[src/hw/rtl/lpdcc_pkg.sv]
// Package: shared types and constants of the low-priority delay congestion controller.
package lpdcc_pkg;

   localparam int unsigned StampWidth = 32;
   localparam int unsigned CsrWidth   = 16;
   localparam int unsigned DivSteps   = 32;

   localparam logic [0:0]  CsrLocalTickRate   = 1'b0;
   localparam logic [0:0]  CsrDelayResolution = 1'b1;

   localparam logic [CsrWidth-1:0]   ResetTickRate   = 16'd1000;
   localparam logic [CsrWidth-1:0]   ResetResolution = 16'd1000;

   // Fifteen per cent of the range: times 15, then divided by 100 as a multiply by
   // ceil(2^37 / 100) and a shift by 37, which is exact for any 32-bit operand.
   localparam logic [StampWidth-1:0] ThreshScale = 32'd15;
   localparam logic [StampWidth-1:0] ThreshRecip = 32'h51EB_851F;
   localparam int unsigned           ThreshShift = 37;

   typedef enum logic [4:0] {
      ST_IDLE,
      ST_RMUL,
      ST_RDIV_GO,
      ST_RDIV_WAIT,
      ST_RUPD,
      ST_Q1_GO,
      ST_Q1_WAIT,
      ST_Q2_GO,
      ST_Q2_WAIT,
      ST_M1,
      ST_M2,
      ST_DSUB,
      ST_TAIL,
      ST_TWAIT,
      ST_DECIDE,
      ST_OUT
   } state_type;

   typedef struct packed {
      logic busy;
      logic done;
   } div_stat_type;

endpackage

[src/hw/rtl/lpdcc_if.sv]
// Interfaces: acknowledgment request channel and window response channel.
interface lpdcc_req_if;
   logic        valid;
   logic        ready;
   logic [31:0] remote_stamp;
   logic [31:0] echoed_stamp;
   logic [31:0] current_time;
   logic [31:0] window_in;
   logic        rtt_present;

   modport source (output valid, remote_stamp, echoed_stamp, current_time, window_in,
                   rtt_present, input ready);
   modport sink   (input valid, remote_stamp, echoed_stamp, current_time, window_in,
                   rtt_present, output ready);
endinterface

interface lpdcc_rsp_if;
   logic        valid;
   logic        ready;
   logic [31:0] window_out;
   logic        in_inference;
   logic        below_threshold;
   logic        window_cut;

   modport source (output valid, window_out, in_inference, below_threshold, window_cut,
                   input ready);
   modport sink   (input valid, window_out, in_inference, below_threshold, window_cut,
                   output ready);
endinterface

[src/hw/rtl/low_priority_delay_congestion_ctrl.sv]
// Top level: delay-based low-priority congestion window controller with a shared divider.
//
//  channel  direction  handshake     contents
//  req_ch   in         valid/ready   remote, echoed and current stamps, window, rtt flag
//  rsp_ch   out        valid/ready   window, inference, below-threshold and cut flags
//  csr_*    in         write enable  tick rate (index 0), delay resolution (index 1)
//
// An acknowledgment with an RTT sample may pass up to three times through the one iterative
// divider; one without an RTT sample goes straight to the threshold tail.
// One item is in work at a time; req ready is high only while the sequencer is idle.
// Reset is synchronous and restores the sequencer state, the CSRs and all delay state.
// A result waits in its output register until the transfer, stalling the sequencer.
module low_priority_delay_congestion_ctrl (
   input  logic                              clock,
   input  logic                              reset,
   lpdcc_req_if.sink                         req_ch,
   lpdcc_rsp_if.source                       rsp_ch,
   input  logic                              csr_write_enable,
   input  logic [0:0]                        csr_index,
   input  logic [lpdcc_pkg::CsrWidth-1:0]    csr_write_data
);
   localparam int unsigned W = lpdcc_pkg::StampWidth;

   lpdcc_pkg::state_type state_ff, state_in;

   logic [lpdcc_pkg::CsrWidth-1:0] tick_rate_ff, resolution_ff;

   logic [W-1:0] rstamp_ff, estamp_ff, now_ff, win_ff;

   logic [W-1:0] rate_ff, rref_ff, lref_ff;
   logic [W-1:0] dmin_ff, dmax_ff, dres_ff, smooth_ff, lcut_ff, span_ff;
   logic [W-1:0] prod_ff, p1_ff, q1_ff, frac_ff;
   logic         infer_ff;

   logic [W-1:0] out_win_ff;
   logic         out_infer_ff, out_below_ff, out_cut_ff;

   // Shared multiplier operands and divider operands.
   logic [W-1:0] mul_a, mul_b;
   logic [2*W-1:0] mul_full;
   logic         div_start;
   logic [W-1:0] div_a, div_b, div_q;
   lpdcc_pkg::div_stat_type div_stat;

   logic         rate_cond;
   logic [W+6:0] rate_mix;
   logic [W-1:0] rate_new;
   logic [W-1:0] delay;
   logic [W-1:0] span_new;
   logic [W-1:0] sd, thr, half_win;
   logic         below;

   lpdcc_div u_div (
      .clock    (clock),
      .reset    (reset),
      .start    (div_start),
      .dividend (div_a),
      .divisor  (div_b),
      .quotient (div_q),
      .stat     (div_stat)
   );

   always_comb begin
      rate_cond = (rref_ff != '0) && (lref_ff != '0) &&
                  (rstamp_ff != rref_ff) && (estamp_ff != lref_ff);
      rate_mix  = {1'b0, rate_ff, 6'b0} - {7'b0, rate_ff} + {7'b0, div_q};
      if (!rate_cond)
         rate_new = rate_ff;
      else if (rate_ff == '0)
         rate_new = div_q;
      else
         rate_new = rate_mix[W+5:6];
      delay    = p1_ff - prod_ff;
      span_new = (now_ff > estamp_ff) ? (((now_ff - estamp_ff) << 1) + (now_ff - estamp_ff))
                                      : span_ff;
      sd       = smooth_ff >> 3;
      thr      = dmin_ff + frac_ff;
      below    = sd < thr;
      half_win = win_ff >> 1;
   end

   always_comb begin
      state_in  = state_ff;
      mul_a     = {{(W-lpdcc_pkg::CsrWidth){1'b0}}, tick_rate_ff};
      mul_b     = rstamp_ff - rref_ff;
      div_start = 1'b0;
      div_a     = prod_ff;
      div_b     = estamp_ff - lref_ff;
      case (state_ff)
         lpdcc_pkg::ST_IDLE: begin
            if (req_ch.valid)
               state_in = req_ch.rtt_present ? lpdcc_pkg::ST_RMUL : lpdcc_pkg::ST_TAIL;
         end
         lpdcc_pkg::ST_RMUL: begin
            state_in = rate_cond ? lpdcc_pkg::ST_RDIV_GO : lpdcc_pkg::ST_RUPD;
         end
         lpdcc_pkg::ST_RDIV_GO: begin
            div_start = 1'b1;
            state_in  = lpdcc_pkg::ST_RDIV_WAIT;
         end
         lpdcc_pkg::ST_RDIV_WAIT: begin
            if (div_stat.done) state_in = lpdcc_pkg::ST_RUPD;
         end
         lpdcc_pkg::ST_RUPD: begin
            state_in = (rate_new != '0) ? lpdcc_pkg::ST_Q1_GO : lpdcc_pkg::ST_TAIL;
         end
         lpdcc_pkg::ST_Q1_GO: begin
            div_start = 1'b1;
            div_a     = {{(W-lpdcc_pkg::CsrWidth){1'b0}}, resolution_ff};
            div_b     = rate_ff;
            state_in  = lpdcc_pkg::ST_Q1_WAIT;
         end
         lpdcc_pkg::ST_Q1_WAIT: begin
            if (div_stat.done) state_in = lpdcc_pkg::ST_Q2_GO;
         end
         lpdcc_pkg::ST_Q2_GO: begin
            div_start = 1'b1;
            div_a     = {{(W-lpdcc_pkg::CsrWidth){1'b0}}, resolution_ff};
            div_b     = {{(W-lpdcc_pkg::CsrWidth){1'b0}}, tick_rate_ff};
            state_in  = lpdcc_pkg::ST_Q2_WAIT;
         end
         lpdcc_pkg::ST_Q2_WAIT: begin
            mul_a = rstamp_ff;
            mul_b = q1_ff;
            if (div_stat.done) state_in = lpdcc_pkg::ST_M1;
         end
         lpdcc_pkg::ST_M1: begin
            mul_a    = estamp_ff;
            mul_b    = div_q;
            state_in = lpdcc_pkg::ST_DSUB;
         end
         lpdcc_pkg::ST_M2,
         lpdcc_pkg::ST_DSUB: begin
            state_in = lpdcc_pkg::ST_TAIL;
         end
         lpdcc_pkg::ST_TAIL: begin
            // Fifteen times the range goes into the product register first.
            mul_a    = dmax_ff - dmin_ff;
            mul_b    = lpdcc_pkg::ThreshScale;
            state_in = lpdcc_pkg::ST_TWAIT;
         end
         lpdcc_pkg::ST_TWAIT: begin
            mul_a    = prod_ff;
            mul_b    = lpdcc_pkg::ThreshRecip;
            state_in = lpdcc_pkg::ST_DECIDE;
         end
         lpdcc_pkg::ST_DECIDE: begin
            state_in = lpdcc_pkg::ST_OUT;
         end
         lpdcc_pkg::ST_OUT: begin
            if (rsp_ch.ready) state_in = lpdcc_pkg::ST_IDLE;
         end
         default: state_in = lpdcc_pkg::ST_IDLE;
      endcase
   end

   assign mul_full = mul_a * mul_b;

   always_ff @(posedge clock) begin
      if (reset) state_ff <= lpdcc_pkg::ST_IDLE;
      else       state_ff <= state_in;
   end

   always_ff @(posedge clock) begin
      if (reset) begin
         tick_rate_ff  <= lpdcc_pkg::ResetTickRate;
         resolution_ff <= lpdcc_pkg::ResetResolution;
      end else if (csr_write_enable) begin
         case (csr_index)
            lpdcc_pkg::CsrLocalTickRate:   tick_rate_ff  <= csr_write_data;
            lpdcc_pkg::CsrDelayResolution: resolution_ff <= csr_write_data;
            default: ;
         endcase
      end
   end

   always_ff @(posedge clock) begin
      prod_ff <= mul_full[W-1:0];
      if (state_ff == lpdcc_pkg::ST_IDLE && req_ch.valid) begin
         rstamp_ff <= req_ch.remote_stamp;
         estamp_ff <= req_ch.echoed_stamp;
         now_ff    <= req_ch.current_time;
         win_ff    <= req_ch.window_in;
      end
      if (state_ff == lpdcc_pkg::ST_Q1_WAIT && div_stat.done) q1_ff <= div_q;
      if (state_ff == lpdcc_pkg::ST_M1) p1_ff <= prod_ff;
      if (state_ff == lpdcc_pkg::ST_TWAIT)
         frac_ff <= {{(lpdcc_pkg::ThreshShift-W){1'b0}},
                     mul_full[2*W-1:lpdcc_pkg::ThreshShift]};
      if (state_ff == lpdcc_pkg::ST_DECIDE) begin
         out_infer_ff <= infer_ff;
         out_below_ff <= below;
         out_cut_ff   <= !below;
         if (below)                 out_win_ff <= win_ff;
         else if (infer_ff)         out_win_ff <= 32'd1;
         else if (half_win > 32'd1) out_win_ff <= half_win;
         else                       out_win_ff <= 32'd1;
      end
   end

   always_ff @(posedge clock) begin
      if (reset) begin
         rate_ff   <= '0;
         rref_ff   <= '0;
         lref_ff   <= '0;
         dmin_ff   <= '1;
         dmax_ff   <= '0;
         dres_ff   <= '0;
         smooth_ff <= '0;
         lcut_ff   <= '0;
         span_ff   <= '0;
         infer_ff  <= 1'b0;
      end else begin
         case (state_ff)
            lpdcc_pkg::ST_RUPD: begin
               rate_ff <= rate_new;
               rref_ff <= rstamp_ff;
               lref_ff <= estamp_ff;
            end
            lpdcc_pkg::ST_DSUB: begin
               // The rate is known to be nonzero here; only a nonzero delay counts.
               if (delay != '0) begin
                  if (delay < dmin_ff) dmin_ff <= delay;
                  if (delay > dmax_ff) begin
                     if (delay > dres_ff) begin
                        dmax_ff <= (dres_ff == '0) ? delay : dres_ff;
                        dres_ff <= delay;
                     end else begin
                        dmax_ff <= delay;
                     end
                  end
                  if (smooth_ff != '0) smooth_ff <= smooth_ff + delay - (smooth_ff >> 3);
                  else                 smooth_ff <= delay << 3;
               end
            end
            lpdcc_pkg::ST_TAIL: begin
               span_ff  <= span_new;
               infer_ff <= (lcut_ff != '0) && ((now_ff - lcut_ff) < span_new);
            end
            lpdcc_pkg::ST_DECIDE: begin
               if (!below) begin
                  dmin_ff <= sd;
                  dmax_ff <= smooth_ff >> 2;
                  dres_ff <= smooth_ff >> 2;
                  lcut_ff <= now_ff;
               end
            end
            default: ;
         endcase
      end
   end

   assign req_ch.ready           = (state_ff == lpdcc_pkg::ST_IDLE);
   assign rsp_ch.valid           = (state_ff == lpdcc_pkg::ST_OUT);
   assign rsp_ch.window_out      = out_win_ff;
   assign rsp_ch.in_inference    = out_infer_ff;
   assign rsp_ch.below_threshold = out_below_ff;
   assign rsp_ch.window_cut      = out_cut_ff;

   a_one_side: assert property (@(posedge clock) disable iff (reset)
      !(req_ch.ready && rsp_ch.valid)) else $error("ready while a result is held");
   a_div_idle: assert property (@(posedge clock) disable iff (reset)
      req_ch.ready |-> !div_stat.busy) else $error("divider busy while idle");
   a_cut_flags: assert property (@(posedge clock) disable iff (reset)
      rsp_ch.valid |-> (rsp_ch.window_cut != rsp_ch.below_threshold))
      else $error("cut and below-threshold disagree");
   a_cut_window: assert property (@(posedge clock) disable iff (reset)
      rsp_ch.valid && rsp_ch.window_cut && rsp_ch.in_inference |-> rsp_ch.window_out == 32'd1)
      else $error("inference cut did not give a window of one");
endmodule

[src/hw/rtl/lpdcc_div.sv]
// Iterative restoring divider, one quotient bit per cycle; a zero divisor gives all ones.
module lpdcc_div (
   input  logic                                clock,
   input  logic                                reset,
   input  logic                                start,
   input  logic [lpdcc_pkg::StampWidth-1:0]    dividend,
   input  logic [lpdcc_pkg::StampWidth-1:0]    divisor,
   output logic [lpdcc_pkg::StampWidth-1:0]    quotient,
   output lpdcc_pkg::div_stat_type             stat
);
   localparam int unsigned W  = lpdcc_pkg::StampWidth;
   localparam int unsigned CW = $clog2(lpdcc_pkg::DivSteps + 1);

   logic [W-1:0]  rem_ff, rem_in;
   logic [W-1:0]  quo_ff, quo_in;
   logic [W-1:0]  dvs_ff, dvs_in;
   logic [CW-1:0] cnt_ff, cnt_in;
   logic          busy_ff, busy_in;
   logic          done_ff, done_in;
   logic [W:0]    shifted;
   logic [W:0]    trial;

   always_comb begin
      shifted = {rem_ff, quo_ff[W-1]};
      trial   = shifted - {1'b0, dvs_ff};
      rem_in  = rem_ff;
      quo_in  = quo_ff;
      dvs_in  = dvs_ff;
      cnt_in  = cnt_ff;
      busy_in = busy_ff;
      done_in = 1'b0;
      if (start) begin
         rem_in  = '0;
         quo_in  = dividend;
         dvs_in  = divisor;
         cnt_in  = CW'(lpdcc_pkg::DivSteps);
         busy_in = 1'b1;
      end else if (busy_ff) begin
         if (!trial[W]) begin
            rem_in = trial[W-1:0];
            quo_in = {quo_ff[W-2:0], 1'b1};
         end else begin
            rem_in = shifted[W-1:0];
            quo_in = {quo_ff[W-2:0], 1'b0};
         end
         cnt_in = cnt_ff - CW'(1);
         if (cnt_ff == CW'(1)) begin
            busy_in = 1'b0;
            done_in = 1'b1;
         end
      end
   end

   always_ff @(posedge clock) begin
      rem_ff <= rem_in;
      quo_ff <= quo_in;
      dvs_ff <= dvs_in;
      cnt_ff <= cnt_in;
      if (reset) begin
         busy_ff <= 1'b0;
         done_ff <= 1'b0;
      end else begin
         busy_ff <= busy_in;
         done_ff <= done_in;
      end
   end

   assign quotient  = quo_ff;
   assign stat.busy = busy_ff;
   assign stat.done = done_ff;

   a_done_after_busy: assert property (@(posedge clock) disable iff (reset)
      done_ff |-> !busy_ff && $past(busy_ff)) else $error("divider done without run");
   a_count_live: assert property (@(posedge clock) disable iff (reset)
      busy_ff |-> cnt_ff != '0) else $error("divider running with empty count");
endmodule

[src/flat_wrapper.sv]
// flat-port wrapper written by rule: the top's interface ports become plain ports
module low_priority_delay_congestion_ctrl_flat 
  (clock, reset, csr_write_enable, csr_index, csr_write_data, req_ch_valid, req_ch_remote_stamp, req_ch_echoed_stamp, req_ch_current_time, req_ch_window_in, req_ch_rtt_present, req_ch_ready, rsp_ch_valid, rsp_ch_window_out, rsp_ch_in_inference, rsp_ch_below_threshold, rsp_ch_window_cut, rsp_ch_ready);
  lpdcc_req_if req_ch_i ();
  lpdcc_rsp_if rsp_ch_i ();
  input  logic clock;
  input  logic reset;
  input  logic csr_write_enable;
  input  logic [0:0] csr_index;
  input  logic [lpdcc_pkg::CsrWidth-1:0] csr_write_data;
  input wire logic [$bits(req_ch_i.valid)-1:0] req_ch_valid;
  input wire logic [$bits(req_ch_i.remote_stamp)-1:0] req_ch_remote_stamp;
  input wire logic [$bits(req_ch_i.echoed_stamp)-1:0] req_ch_echoed_stamp;
  input wire logic [$bits(req_ch_i.current_time)-1:0] req_ch_current_time;
  input wire logic [$bits(req_ch_i.window_in)-1:0] req_ch_window_in;
  input wire logic [$bits(req_ch_i.rtt_present)-1:0] req_ch_rtt_present;
  output wire logic [$bits(req_ch_i.ready)-1:0] req_ch_ready;
  output wire logic [$bits(rsp_ch_i.valid)-1:0] rsp_ch_valid;
  output wire logic [$bits(rsp_ch_i.window_out)-1:0] rsp_ch_window_out;
  output wire logic [$bits(rsp_ch_i.in_inference)-1:0] rsp_ch_in_inference;
  output wire logic [$bits(rsp_ch_i.below_threshold)-1:0] rsp_ch_below_threshold;
  output wire logic [$bits(rsp_ch_i.window_cut)-1:0] rsp_ch_window_cut;
  input wire logic [$bits(rsp_ch_i.ready)-1:0] rsp_ch_ready;
  assign req_ch_i.valid = req_ch_valid;
  assign req_ch_i.remote_stamp = req_ch_remote_stamp;
  assign req_ch_i.echoed_stamp = req_ch_echoed_stamp;
  assign req_ch_i.current_time = req_ch_current_time;
  assign req_ch_i.window_in = req_ch_window_in;
  assign req_ch_i.rtt_present = req_ch_rtt_present;
  assign req_ch_ready = req_ch_i.ready;
  assign rsp_ch_valid = rsp_ch_i.valid;
  assign rsp_ch_window_out = rsp_ch_i.window_out;
  assign rsp_ch_in_inference = rsp_ch_i.in_inference;
  assign rsp_ch_below_threshold = rsp_ch_i.below_threshold;
  assign rsp_ch_window_cut = rsp_ch_i.window_cut;
  assign rsp_ch_i.ready = rsp_ch_ready;
  low_priority_delay_congestion_ctrl u_core (.clock(clock), .reset(reset), .req_ch(req_ch_i), .rsp_ch(rsp_ch_i), .csr_write_enable(csr_write_enable), .csr_index(csr_index), .csr_write_data(csr_write_data));
endmodule
[config.mk]
export PLATFORM = sky130hd
export DESIGN_NAME = low_priority_delay_congestion_ctrl_flat
export DESIGN_NICKNAME = d
export VERILOG_FILES = /design/src/hw/rtl/lpdcc_pkg.sv /design/src/hw/rtl/lpdcc_if.sv /design/src/hw/rtl/low_priority_delay_congestion_ctrl.sv /design/src/hw/rtl/lpdcc_div.sv /design/src/flat_wrapper.sv
export SDC_FILE = /design/constraint.sdc
export NUM_CORES = 2
export LEC_CHECK = 0
export BUFFER_PORTS_ARGS = -buffer_cell sky130_fd_sc_hd__buf_4
export CORE_ASPECT_RATIO = 1.2
export CORE_MARGIN = 2
export CORE_UTILIZATION = 61
export CTS_CLUSTER_DIAMETER = 120
export DETAILED_ROUTE_END_ITERATION = 10
export HOLD_SLACK_MARGIN = 0.08
export PLACE_DENSITY = 0.84
export SETUP_SLACK_MARGIN = 0.1
export SYNTH_ARGS = -nofsm -noshare
export SYNTH_HDL_FRONTEND = slang
export SYNTH_SLANG_ARGS = --single-unit
[constraint.sdc]
create_clock -name clock -period 12.9 [get_ports clock]
set_input_delay 2.58 -clock clock [delete_from_list [all_inputs] [get_ports clock]]
set_output_delay 2.58 -clock clock [all_outputs]
set_load 0.1 [all_outputs]
==> metrics.txt <==
outcome complete, but fails checks; failing checks slew limit; Max Cap Violations 0; Post-synth top flop dfxtp_1; Worst setup EP type flip-flop; PortBufs 187; grt ovf 0; Mean Syn Cell Area 8.636 um^2; Clock Latency Late Sink 0.75 ns; DRT Pass-1 Iters 6; Synth cell types 92; layout cell share with drive strength beyond 1 0.06957; post-route ant nets 0; footprint of the multi-input gates 58960 um^2; DRC errors left 0; DP HPWL 240700 um; Worst Path Buf+Inv 3; grt met3 use 0.1199; FF-to-FF path depth 39; Worst Hold Launch u_core.span_ff[23]; crit path kind flip-flop to flip-flop; xor-xnor portion of the synthesized cell area 0.03455; # setup viols final 0; slew margin rel. -0.06579; RSZ-0062 raised after global routing yes; Worst Skew 0.07967 ns; critical path fanouts, max 12; commonest non-fill, non-tap cell in the layout inv_1; area grow syn2layout 8.151%; Worst EP required 13.33 ns; Syn Nets 11530; Initial DRC Count 9148; Synth Area in Compound Gates 0.1572; Post-synth EDFFs 318; Synth Instances 9646; largest net degree at the start of global routing 163; Max Root-Sink Buffers 3; sum of routed wire length over all layers 306000 um; async set-or-reset flop fraction in the synthesized netlist 0; DIE AREA 139500 um^2; initial antenna violation count 16; root buffer cell clkbuf_16; H-tree depth 3; CP most frequent cell fa_1; most frequent cells in the layout inv_1 (1426), nand2_1 (1124), fa_1 (960); mux share of post-synthesis cell area 0.01341; #FFs+latches synth 715; first-pass GRT wire length 460100 um; routed len/inst 26.41 um; fmax 81.26 MHz; r2r startpoint u_core.rstamp_ff[7]; register area 17500 um^2; Clock transition at path regs 0.07 ns; met2 global-route usage 0.6666; Critical-path top delay cell fa_1; Total Routing Usage GR 0.4390; Initial Util 0.6145; Vias 75090; Core ar. 135600 um^2; Top Family by Delay on Critical Path adder cells; Worst path max stage delay 0.61 ns; GP Congestion 1.082; final hold violation count 0; fin crit period 12.31 ns; Syn Std Cell Area 83300 um^2; post-synthesis adder-cell area fraction 0.3467; # IOs 188; grt met1 use 0.5406; crit path DAT 12.74 ns; largest family of logic cells by synthesized area adder cells; simple-gate share of the synthesized area 0.1533; vias per cell 6.482; Worst Hold Path Cells 2; max-slew violation count 2; R2R Path End u_core.frac_ff[25]; nets 11590; register area share after synthesis 0.2100; clk sinks 715; CTS tree built; period utilisation layout 0.9540; fillers 11190; R2R Setup Slk 0.59 ns; crit start category flip-flop; vias in the first global route 75570; Ys Warns 0; cts bufs inserted 82; die width 341.3 um; worst slew pin tran 1.599 ns; number of placement rows 148; Top Usage Layer GRT met2; Hold EP u_core.span_ff[23]; TNS Setup 0 ns; worst hold path class flip-flop to flip-flop; Die Y 408.8 um
==> tightest hold or removal path, cell delays in order (launching register included) <==
cell and delay [ns]:
dfxtp_1 0.31, nand2_1 0.05, a21oi_1 0.05
==> synthesized netlist by cell type, types with 138 or more instances <==
| library cell | instances | area, um^2 |
|---|---|---|
| nor2_1 | 857 | 3217 |
| fa_1 | 960 | 19220 |
| a21oi_1 | 628 | 3143 |
| dfxtp_1 | 397 | 7948 |
| o21ai_0 | 399 | 1997 |
| ha_1 | 772 | 9659 |
| nand2_1 | 1126 | 4227 |
| a21o_1 | 214 | 1607 |
| inv_1 | 1428 | 5360 |
| clkbuf_1 | 392 | 1471 |
| xnor2_1 | 202 | 1769 |
| a211oi_1 | 143 | 1074 |
| nand3_1 | 138 | 690.7 |
| edfxtp_1 | 318 | 9549 |
==> per-stage QoR <==
stage,setup WS (ns),hold slack [ns],instance area (um^2),instances,util
floorplan,2.265,0.4357,83300,9646,-
global placement,0.4756,0.4419,87130,11420,0.6428
detailed placement,0.3166,0.4464,87130,11420,0.6428
CTS,0.2097,0.4553,90000,11570,0.6639
global route,0.06242,0.4713,90080,11580,0.6645
finish,0.5940,0.4547,90090,11580,0.6646
==> cell type report <==
class	count	share of cell area
sequential	715	0.1942
clock buffer	104	0.02529
inverter	1431	0.05966
tap	1800	0.02500
clock inverter	48	0.006486
timing repair buffer	407	0.03460
antenna	10	0.0002778
multi-input combinational	7069	0.6545
==> timing repair <==
action / 4_1_cts / 5_1_grt
resized for setup: 0 / 11
hold buffers: 0 / 0
setup endpoints to repair: 0 / 11
buffers inserted: 0 / 2
hold endpoints to repair: 0 / 0
==> cells by family (layout without fill, tap and decap cells) <==
logic type	Yosys count	count (layout)
AO/OA/AOI/OAI	2043	2043
XOR/XNOR	327	327
adder cells (fa/ha/maj)	1732	1732
buffers and inverters	1862	1990
flip-flops	715	715
multiplexers	111	111
other	0	10
AND/OR/NAND/NOR	2856	2856
==> how the worst max path moves through the flow <==
stage | from | endpoint | slack, ns | depth (start not counted)
after detailed placement | u_core.rstamp_ff[5] | u_core.frac_ff[25] | 0.32 | 38
after global placement | u_core.rstamp_ff[7] | u_core.frac_ff[25] | 0.48 | 39
after global routing | u_core.dmin_ff[7] | u_core.frac_ff[26] | 0.06 | 39
final | u_core.rstamp_ff[7] | u_core.frac_ff[25] | 0.59 | 39
after CTS | u_core.rstamp_ff[7] | u_core.frac_ff[25] | 0.21 | 39
after floorplan | u_core.state_ff[2] | u_core.frac_ff[26] | 2.26 | 37
==> routing by layer <==
layer	up-vias	wire length, um
met3	1335	38000
met5	-	39
met2	4918	132300
li1	32340	-
met4	6	27100
met1	36480	108500
Power is left out: the tool's default activity adds up to more than one toggle a clock period on the data nets, which glitch-free logic cannot reach.
